==> src/rtl/tdn_pkg.sv <==
`default_nettype none
package tdn_pkg;

   localparam int MAX_NODES  = 1024;
   localparam int SLOT_CAP   = 2 * MAX_NODES;
   localparam int NODE_W     = 11;
   localparam int DEPTH_W    = 10;
   localparam int SLOT_W     = 12;
   localparam int NODE_IDX_W = $clog2(MAX_NODES);
   localparam int SLOT_IDX_W = $clog2(SLOT_CAP);
   localparam int SP_W       = NODE_IDX_W + 1;

   localparam logic [SLOT_W-1:0]  NIL_SLOT  = '1;
   localparam logic [NODE_W-1:0]  NONE_VAL  = '1;
   localparam logic [DEPTH_W-1:0] DEPTH_MAX = '1;

   // Request action codes.
   localparam logic [1:0] ACT_CLEAR = 2'd0;
   localparam logic [1:0] ACT_EDGE  = 2'd1;
   localparam logic [1:0] ACT_WALK  = 2'd2;
   localparam logic [1:0] ACT_CAND  = 2'd3;

   // Datapath operations issued by the controller.
   typedef enum logic [3:0] {
      OP_NONE,
      OP_ACCEPT,
      OP_CLR_SWEEP,
      OP_WALK_SWEEP,
      OP_E_RDA,
      OP_E_WRA,
      OP_E_RDB,
      OP_E_WRB,
      OP_W_HEAD1,
      OP_W_START,
      OP_W_SLOT,
      OP_W_POP,
      OP_W_NB,
      OP_W_VIS,
      OP_W_PUSH,
      OP_C_CMP
   } dp_op_type;

   // Status the datapath reports back to the controller.
   typedef struct packed {
      logic sweep_last;
      logic edge_ok;
      logic top_nil;
      logic sp_one;
      logic nb_visited;
      logic rsp_busy;
   } dp_stat_type;

   // One entry of the walk stack.
   typedef struct packed {
      logic [SLOT_W-1:0]  slot;
      logic [DEPTH_W-1:0] depth;
   } stk_entry_type;

endpackage
`default_nettype wire

==> src/rtl/tdn_ctrl.sv <==
`default_nettype none
module tdn_ctrl (
   input  wire logic              clock,
   input  wire logic              reset,
   input  wire logic              req_valid,
   input  wire logic [1:0]        req_action,
   output logic                   req_ready,
   input  wire tdn_pkg::dp_stat_type stat,
   output tdn_pkg::dp_op_type     op
);

   typedef enum logic [3:0] {
      S_CLR, S_IDLE, S_E_RDA, S_E_WRA, S_E_RDB, S_E_WRB,
      S_W_SWEEP, S_W_HEAD1, S_W_START, S_W_SLOT, S_W_POP, S_W_NB,
      S_W_VIS, S_W_PUSH, S_C_RD, S_C_CMP
   } state_type;

   state_type state_ff, state_in;
   logic      accept;

   assign req_ready = (state_ff == S_IDLE);
   assign accept    = req_valid && req_ready;

   // Next state and the operation for this cycle.
   always_comb begin
      state_in = state_ff;
      op       = tdn_pkg::OP_NONE;
      case (state_ff)
         S_CLR: begin
            op = tdn_pkg::OP_CLR_SWEEP;
            if (stat.sweep_last) state_in = S_IDLE;
         end
         S_IDLE: begin
            if (accept) begin
               op = tdn_pkg::OP_ACCEPT;
               case (req_action)
                  tdn_pkg::ACT_CLEAR: state_in = S_CLR;
                  tdn_pkg::ACT_EDGE:  state_in = S_E_RDA;
                  tdn_pkg::ACT_WALK:  state_in = S_W_SWEEP;
                  default:            state_in = S_C_RD;
               endcase
            end
         end
         S_E_RDA: begin
            if (stat.edge_ok) begin
               op       = tdn_pkg::OP_E_RDA;
               state_in = S_E_WRA;
            end else begin
               state_in = S_IDLE;
            end
         end
         S_E_WRA: begin
            op       = tdn_pkg::OP_E_WRA;
            state_in = S_E_RDB;
         end
         S_E_RDB: begin
            op       = tdn_pkg::OP_E_RDB;
            state_in = S_E_WRB;
         end
         S_E_WRB: begin
            op       = tdn_pkg::OP_E_WRB;
            state_in = S_IDLE;
         end
         S_W_SWEEP: begin
            op = tdn_pkg::OP_WALK_SWEEP;
            if (stat.sweep_last) state_in = S_W_HEAD1;
         end
         S_W_HEAD1: begin
            op       = tdn_pkg::OP_W_HEAD1;
            state_in = S_W_START;
         end
         S_W_START: begin
            op       = tdn_pkg::OP_W_START;
            state_in = S_W_SLOT;
         end
         S_W_SLOT: begin
            op = tdn_pkg::OP_W_SLOT;
            if (!stat.top_nil) state_in = S_W_NB;
            else if (stat.sp_one) state_in = S_IDLE;
            else state_in = S_W_POP;
         end
         S_W_POP: begin
            op       = tdn_pkg::OP_W_POP;
            state_in = S_W_SLOT;
         end
         S_W_NB: begin
            op       = tdn_pkg::OP_W_NB;
            state_in = S_W_VIS;
         end
         S_W_VIS: begin
            op       = tdn_pkg::OP_W_VIS;
            state_in = stat.nb_visited ? S_W_SLOT : S_W_PUSH;
         end
         S_W_PUSH: begin
            op       = tdn_pkg::OP_W_PUSH;
            state_in = S_W_SLOT;
         end
         S_C_RD: begin
            state_in = S_C_CMP;
         end
         S_C_CMP: begin
            if (!stat.rsp_busy) begin
               op       = tdn_pkg::OP_C_CMP;
               state_in = S_IDLE;
            end
         end
         default: state_in = S_IDLE;
      endcase
   end

   // State register; reset starts with a clearing pass.
   always_ff @(posedge clock) begin
      if (reset) begin
         state_ff <= S_CLR;
      end else begin
         state_ff <= state_in;
      end
   end

endmodule
`default_nettype wire

==> config.mk <==
export PLATFORM = sky130hd
export DESIGN_NAME = tdn_ctrl
export DESIGN_NICKNAME = d
export VERILOG_FILES = /design/src/rtl/tdn_pkg.sv /design/src/rtl/tdn_ctrl.sv
export SDC_FILE = /design/constraint.sdc
export NUM_CORES = 1
export LEC_CHECK = 0
export BUFFER_PORTS_ARGS = -buffer_cell sky130_fd_sc_hd__buf_2
export CORE_AREA = 2 2 39 41
export CTS_BUF_LIST = sky130_fd_sc_hd__clkbuf_16
export DETAILED_ROUTE_END_ITERATION = 7
export DIE_AREA = 0 0 41 43
export PLACE_DENSITY = 0.64
export SETUP_SLACK_MARGIN = 0.5
export SYNTH_ARGS = -nofsm -noshare
export SYNTH_HDL_FRONTEND = slang
export SYNTH_SLANG_ARGS = --single-unit
==> constraint.sdc <==
create_clock -name clock -period 1.4 [get_ports clock]
set_input_delay 0.21 -clock clock [delete_from_list [all_inputs] [get_ports clock]]
set_output_delay 0.21 -clock clock [all_outputs]
set_load 0.005 [all_outputs]
==> results of run 1 <==
worst max-delay path: cells and delay by family, from the launching register on:
family	cells	cell delay, ps
buffers and inverters	3	370
and+or+nand+nor	1	140
AOI/OAI and AO/OA	2	190
DFF	1	330
how the worst max path moves through the flow:
stage,from,to,slack (ps),cells past startpoint
after floorplan,state_ff[0],state_ff[3],20,6
after global placement,state_ff[3],state_ff[1],-70,5
after detailed placement,state_ff[3],state_ff[3],-70,5
after CTS,state_ff[1],op[1],-50,6
after global routing,state_ff[1],op[0],-120,7
final,state_ff[1],op[1],-70,6
per-layer routing:
metal | track usage | wire length, microns | vias to the layer above
met3 | 0.0366 | 48 | 7
met5 | 0 | 0 | -
met1 | 0.232 | 697 | 316
met4 | 0.113 | 53 | 0
li1 | - | - | 345
met2 | 0.413 | 985 | 18
power breakdown:
| group | switching (mW) | internal, mW |
|---|---|---|
| Combinational | 0.0982 | 0.103 |
| Clock | 0.0881 | 0.369 |
| Sequential | 0.00987 | 0.118 |
cell families after synthesis:
| group | synth area share |
|---|---|
| muxes | 0.0200 |
| AOI/OAI and AO/OA | 0.392 |
| xor gates and xnor gates | 0.0175 |
| buffers and inverters | 0.105 |
| and+or+nand+nor | 0.307 |
| DFF | 0.160 |
synth_stat cells (2+ instances only):
cell type	number
buf_6	2
nor3_1	3
dfxtp_1	4
nor2_1	7
nand2_1	7
o21ai_1	4
o22ai_1	2
a21oi_1	6
inv_2	2
nor3_2	2
and3_1	2
o21ai_0	8
nand2b_1	2
buf_2	3
layout by cell type, fill, tap and decap left out, drive strengths merged, types with 2 or more instances in the layout:
master,n
nor2,7
inv,4
o22ai,2
buf,34
o211ai,2
nand2b,2
a21oi,7
dfxtp,4
nor3,5
clkbuf,3
nand2,7
and3,2
o21ai,12
repair_timing:
| item | in CTS | in global routing |
|---|---|---|
| cloned | 0 | 0 |
| pin swaps | 5 | 1 |
| resized for setup | 28 | 3 |
| setup endpoints to repair | 9 | 9 |
| buffers inserted | 6 | 0 |
final cells by class:
class,count,share of cell area
Timing Repair Buffer,34,0.290
Multi-Input combinational cell,62,0.477
Clock buffer,3,0.0830
Sequential cell,4,0.102
Tap cell,16,0.0221
Inverter,3,0.0207
Clock inverter,1,0.00415
metrics by stage:
| stage | TNS [ps] | setup slack [ps] |
|---|---|---|
| floorplan | 0 | 19.1 |
| global placement | -155 | -66.4 |
| detailed placement | -165 | -70.4 |
| CTS | -150 | -53.6 |
| global route | -461 | -117 |
| finish | -142 | -66.2 |
==> results_dict.tcl, run 1 <==
set metrics [dict create \
    grt_max_degree 9 \
    clkTransAtPathRegs_ps 30 \
    period_share 1.05 \
    ys.warnings.count 0 \
    leakage_nw 0.394 \
    dp_cells 113 \
    powerDensity_nw_per_um2 869 \
    synth_top_area_cell "dfxtp_1" \
    postRouteAntennaNets 0 \
    multi_input_area_sq_um 432 \
    whs_ps 190 \
    cts_root_buf "clkbuf_16" \
    ff2ff_setup_slack_ps 10 \
    drt_iter0_drc 13 \
    final.fill_count 113 \
    drtPass1Iterations 4 \
    cts_tree "built" \
    slowest_stage "dfxtp_2" \
    numClockSinks 4 \
    top_regs "state_ff: 4 flops" \
    seqCellArea_sq_um 92.6 \
    area_growth_pct 80.3 \
    yosys.cell_types.count 35 \
    finalHoldViolCount 0 \
    syn_avg_cell_area_sq_um 6.69 \
    syn_inst 75 \
    die_area_sq_um 1760 \
    yosys-top-cells-area "dfxtp_1 (16%), o21ai_0 (8.0%), a21oi_1 (6.0%)" \
    fin_crit_ps 1470 \
    whs_endpoint "state_ff[3]" \
    hold_class "primary input to flop" \
    async_flop_share 0 \
    fin_util 0.654 \
    num_vias 686 \
    fin_ws_ps -66.2 \
    synth_edf_count 0 \
    layout-drive-gt1-share 0.561 \
    coreArea_sq_um 1380 \
    synth_area_sq_um 502 \
    route.detailed.drc 0 \
    wirelength_microns 1790 \
    largest_register_ffs 4 \
    r2r-end "state_ff[3]" \
    finalPower_mw 0.786 \
    worst_pin_slew_ps 334 \
    cp.arrival_ps 1260 \
    clk_latency_ps 230 \
    cts_buffers 3 \
    cp-start-kind "flop" \
    max_stage_delay_ps 330 \
    top_register "state_ff" \
    ir_drop_mv 0.733 \
    nets 119 \
    htreeDepth 1 \
    setup_viol 3 \
    post-route-cell-area_sq_um 905 \
    grt-ovfl-total 0 \
    track_usage 0.229 \
    cts_hold_buf 0 \
    placementRows 14 \
    cap_violations 0 \
    viasPerCell 5.58 \
    violations "setup timing" \
    timing.slew.headroom 0.771 \
    place.gp.congestion 0.758 \
    grt_antenna_before_repair 0 \
    rr_worst_depth 5 \
    r2r-start "state_ff[0]" \
    synthFlopType "dfxtp_1" \
    hold_depth 2 \
    portBuffers 15 \
    critPathCaptureType "output pin" \
    critPathMaxFanout 8 \
    crit_required_ps 1190 \
    ios 16 \
    die_w_microns 41 \
    status "complete, but fails checks" \
    cts_max_path_buffers 2 \
    drv_slew 0 \
    grt_pass1_wl_microns 2770 \
    worstHoldStart "reset" \
    start_util 0.363 \
    place_area_sq_um 677 \
    rsz0062_at_grt "true" \
    syn_nets 86 \
    die_h_microns 43 \
    clock-skew-final_ps 4.86 \
    fin_cells 123 \
    max_freq_mhz 682 \
    place_hpwl_microns 1090 \
    avgRoutedWirePerCell_microns 14.5 \
    synth_top_area_share 0.160 \
    antenna_cells 0 \
    ys_seq_area_frac 0.160 \
    crit_path_cell_trace "buf_12 -> buf_8 -> and3_4 -> a21oi_2 -> a21oi_1 -> buf_2" \
    worstSetupPathType "flop to output pin" \
    grt_pass1_vias 698 \
    ys_ff_latch 4 \
]
No activity file was read; power rests on OpenSTA's default activity.
==> run 2: changes to the inputs <==
clock period = 1.21 ns   (was 1.4 ns; I/O delays follow)
==> run 2 against run 1 <==
The flow still finishes with violations (setup timing). Critical path depth increased by 1. Clock-buffer cell count unchanged. Non-clock buffer count increased by 14. First-iteration DRC count decreased by 31%. Global-route usage increased by 3.3 points. Worst setup slack got worse by 210 ps. Clock skew about the same. Cell area increased by 13%. Largest cell class unchanged. Via count increased by 13%. Sequential cell count unchanged. Routed wire length increased by 14%.
==> results_dict.tcl, run 2 (same netlist as run 1, synthesis figures left out) <==
set metrics [dict create \
    fin_crit_ps 1480 \
    grt_antenna_before_repair 0 \
    mostFrequentLayoutCells "buf_4 (23), buf_2 (14), buf_6 (10)" \
    dp_cells 124 \
    numClockSinks 4 \
    hold_class "primary input to flop" \
    fin_util 0.741 \
    rsz0062_at_grt "true" \
    clkTransAtPathRegs_ps 30 \
    slowest_stage "dfxtp_2" \
    critPathMaxFanout 8 \
    drtPass1Iterations 4 \
    clock-skew-final_ps 4.83 \
    avgRoutedWirePerCell_microns 14.9 \
    viasPerCell 5.64 \
    cp.arrival_ps 1300 \
    cts_root_buf "clkbuf_16" \
    track_usage 0.262 \
    ff2ff_setup_slack_ps -250 \
    fin_tns_setup_ps -1860 \
    max_stage_delay_ps 350 \
    setup_viol 9 \
    fin_ws_ps -274 \
    die_area_sq_um 1760 \
    top_register "state_ff" \
    clk_latency_ps 230 \
    area_growth_pct 104 \
    grt_pass1_vias 731 \
    antenna_cells 0 \
    postRouteAntennaNets 0 \
    ios 16 \
    wirelength_microns 2040 \
    place.gp.congestion 0.838 \
    place_hpwl_microns 1250 \
    grt-ovfl-total 0 \
    cts_hold_buf 0 \
    cts_max_path_buffers 2 \
    period_share 1.23 \
    cts_tree "built" \
    status "complete, but fails checks" \
    portBuffers 15 \
    largest_register_ffs 4 \
    cts_buffers 3 \
    placementRows 14 \
    post-place-ws_ps -229 \
    cap_violations 0 \
    finalHoldViolCount 0 \
    layout-drive-gt1-share 0.628 \
    worstSetupPathType "flop to output pin" \
    layout_commonest_cell "buf_4" \
    cp-start-kind "flop" \
    num_vias 772 \
    die_w_microns 41 \
    critPathBufInv 3 \
    htreeDepth 1 \
    fin_cells 137 \
    violations "setup timing" \
    top_regs "state_ff: 4 flops" \
    start_util 0.363 \
    drt_iter0_drc 9 \
    critPathTopFamily "flip-flops" \
    crit_path_cell_trace "buf_12 -> nand2_4 -> buf_6 -> mux2i_1 -> a22oi_1 -> o21ai_1 -> buf_2" \
    worst_pin_slew_ps 430 \
    die_h_microns 43 \
    max_freq_mhz 674 \
    grt_pass1_wl_microns 3130 \
    nets 133 \
    powerDensity_nw_per_um2 964 \
    grt_max_degree 9 \
    drv_slew 0 \
    route.detailed.drc 0 \
    coreArea_sq_um 1380 \
    ir_drop_mv 1.09 \
    crit_required_ps 1030 \
    whs_ps 165 \
    leakage_nw 0.480 \
    critPathCaptureType "output pin" \
    timing.slew.headroom 0.711 \
]
-- run 2: changes by cell type in the layout (fill, tap and decap cells not counted), moves of 2 or more --
cell / delta
buf_4: +11
buf_6: +4
o21ai_1: -3
o21ai_2: +2
-- run 2: cell type report --
class,count,area [sq um]
multi-input combinational,62,438
timing repair buffer,48,375
fill,108,358
sequential,4,92.6
clock buffer,3,75.1
inverter,3,21.3
tap,16,20.0
clock inverter,1,3.75
-- run 2: through the flow --
step | cell area (sq um) | total power [mW]
3_5_place_dp | 759 | 0.361
4_1_cts | 983 | 0.974
3_3_place_gp | 759 | 0.355
6_report | 1030 | 0.989
2_1_floorplan | 529 | 0.267
5_1_grt | 1030 | 1.03
-- run 2: final timing paths --
check	startpoint	endpoint	cells after the start
min reg2reg	state_ff[0]	state_ff[0]	3
min	reset	state_ff[2]	2
max	state_ff[1]	op[0]	7
max reg2reg	state_ff[1]	state_ff[1]	6
-- run 2: routing by layer --
| layer | up-vias | global-route usage | share of wire |
|---|---|---|---|
| met5 | - | 0 | 0 |
| met4 | 0 | 0.120 | 0.027 |
| met3 | 8 | 0.0262 | 0.022 |
| met2 | 17 | 0.453 | 0.54 |
| met1 | 374 | 0.297 | 0.41 |
| li1 | 373 | - | - |
-- run 2: worst register-to-register path: cells and delay by family (launching register included) --
family | cells | cell delay (ps)
flops | 1 | 330
simple gates | 1 | 230
compound gates | 3 | 550
buf+inv | 2 | 270
-- run 2: repair_timing --
| item | 4_1_cts | 5_1_grt |
|---|---|---|
| pin swaps | 8 | 6 |
| gates resized for setup | 29 | 7 |
| setup endpoints to repair | 9 | 9 |
| cloned | 0 | 0 |
| buffers inserted | 7 | 2 |
-- run 2: where the power goes --
part           total [mW]  internal (mW)  switching (mW)  leakage [nW]
clock network       0.532          0.427           0.105        0.0423
logic               0.312          0.173           0.139         0.402
registers           0.145          0.136         0.00869        0.0352
==> run 3: changes to the inputs <==
CTS_BUF_LIST = sky130_fd_sc_hd__clkbuf_8 sky130_fd_sc_hd__clkbuf_16   (was sky130_fd_sc_hd__clkbuf_16)
==> run 3 against run 2 <==
The flow still finishes with violations (setup timing). Final cell count is 0.73% higher. Cell area grew 3.0%. Power down 23%. Clock power decreased by 45%. Clock-buffer cell count is the same. Register-to-register slack worse by 40 ps. Utilization is 2.3 points higher. First-iteration DRC count fell by 44%. Sequential power about the same. Sequential share of layout area about the same. Critical endpoint is now state_ff[1].
==> results_dict.tcl, run 3 (same netlist as run 1, synthesis figures left out) <==
set metrics [dict create \
    crit_required_ps 1340 \
    critPathTopFamily "compound AO/OA/AOI/OAI gates" \
    status "complete, but fails checks" \
    clock-skew-final_ps 7.55 \
    track_usage 0.277 \
    top_regs "state_ff: 4 flops" \
    cts_max_path_buffers 2 \
    mostFrequentLayoutCells "buf_4 (20), buf_2 (14), buf_6 (13)" \
    fin_cells 138 \
    place.gp.congestion 0.838 \
    start_util 0.363 \
    worstSetupPathType "flop to flop" \
    portBuffers 15 \
    place_hpwl_microns 1250 \
    avgRoutedWirePerCell_microns 15.6 \
    comb_power_share 0.428 \
    largest_register_ffs 4 \
    drt_iter0_drc 5 \
    critPathBufInv 2 \
    fin_ws_ps -295 \
    p_seq_frac 0.187 \
    placementRows 14 \
    drv_slew 0 \
    post-place-ws_ps -229 \
    rsz0062_at_grt "true" \
    cts_buffers 3 \
    clockPowerShare 0.385 \
    cp-start-kind "flop" \
    top_register "state_ff" \
    critPathCaptureType "flop" \
    ir_drop_mv 0.778 \
    grt_pass1_vias 779 \
    area_growth_pct 111 \
    multi_input_area_sq_um 459 \
    final.fill_count 99 \
    postRouteAntennaNets 0 \
    numClockSinks 4 \
    die_area_sq_um 1760 \
    antenna_cells 0 \
    die_w_microns 41 \
    ios 16 \
    seqCellArea_sq_um 95.1 \
    grt-ovfl-total 0 \
    critPathMaxFanout 4 \
    coreArea_sq_um 1380 \
    period_share 1.24 \
    grt_pass1_wl_microns 3270 \
    clk_latency_ps 220 \
    route.detailed.drc 0 \
    hold_class "primary input to flop" \
    htreeDepth 1 \
    wirelength_microns 2150 \
    worst_pin_slew_ps 453 \
    cts_tree "built" \
    grt_max_degree 9 \
    timing.slew.headroom 0.695 \
    die_h_microns 43 \
    layout-drive-gt1-share 0.648 \
    crit_path_cell_trace "buf_12 -> buf_4 -> o211ai_2 -> a311o_1 -> a21o_1 -> a21oi_1" \
    switching_share 0.300 \
    fin_util 0.764 \
    clkTransAtPathRegs_ps 40 \
    finalHoldViolCount 0 \
    viasPerCell 5.62 \
    drtPass1Iterations 3 \
    violations "setup timing" \
    layout_commonest_cell "buf_4" \
    fin_crit_ps 1500 \
    nets 134 \
    cts_hold_buf 0 \
    dp_cells 124 \
    leakage_nw 0.476 \
    internal_power_mw 0.536 \
    cap_violations 0 \
    max_freq_mhz 665 \
    grt_antenna_before_repair 0 \
    powerDensity_nw_per_um2 725 \
    cts_root_buf "clkbuf_8" \
    switchingPower_mw 0.230 \
    num_vias 776 \
    max_stage_delay_ps 410 \
    place_area_sq_um 759 \
    cp.arrival_ps 1640 \
    setup_viol 9 \
    post-route-cell-area_sq_um 1060 \
    slowest_stage "a311o_1" \
]
run 3: cell count changes in the layout (fill, tap and decap cells not counted), sizes merged:
cell    before  now
bufbuf       0    1
run 3: final timing paths:
path                             startpoint          end  slack [ps]  cells after the start
worst max register to register  state_ff[1]  state_ff[1]        -290                      6
worst min-delay path                  reset  state_ff[2]         170                      2
worst max-delay path            state_ff[1]  state_ff[1]        -290                      6
worst min register to register  state_ff[0]  state_ff[0]         730                      3
run 3: layout make-up:
| class | count | area share |
|---|---|---|
| Clock buffer | 3 | 0.0391 |
| Timing Repair Buffer | 49 | 0.396 |
| Tap cell | 16 | 0.0189 |
| Sequential cell | 4 | 0.0899 |
| Clock inverter | 1 | 0.00355 |
| Multi-Input combinational cell | 62 | 0.434 |
| Inverter | 3 | 0.0178 |
run 3: per-layer routing:
metal | wire length [microns] | vias up | track usage
met5 | 0 | - | 0
met4 | 68 | 0 | 0.173
met3 | 44 | 8 | 0.0314
met2 | 1200 | 17 | 0.478
met1 | 841 | 373 | 0.291
li1 | - | 378 | -
run 3: per-stage QoR:
| step | power [mW] | TNS (ps) | hold WS, ps |
|---|---|---|---|
| 6_report | 0.766 | -2170 | 172 |
| 5_1_grt | 0.815 | -2830 | 180 |
| 4_1_cts | 0.755 | -1930 | 169 |
| 3_5_place_dp | 0.361 | -1240 | 406 |
| 3_3_place_gp | 0.355 | -1000 | 398 |
| 2_1_floorplan | 0.267 | -546 | 244 |
run 3: repair_timing:
action / 4_1_cts / 5_1_grt
setup buffers: 8 / 1
endpoints found under the setup margin: 9 / 9
resized for setup: 37 / 6
pin swaps: 9 / 4
cloned: 1 / 0
run 3: power groups by stage:
| stage | combinational [mW] | clock [mW] | sequential [mW] |
|---|---|---|---|
| 3_5_place_dp | 0.214 | 0 | 0.147 |
| 6_report | 0.328 | 0.295 | 0.143 |
| 2_1_floorplan | 0.124 | 0 | 0.143 |
| 4_1_cts | 0.306 | 0.306 | 0.143 |
| 5_1_grt | 0.352 | 0.319 | 0.144 |
| 3_3_place_gp | 0.209 | 0 | 0.146 |
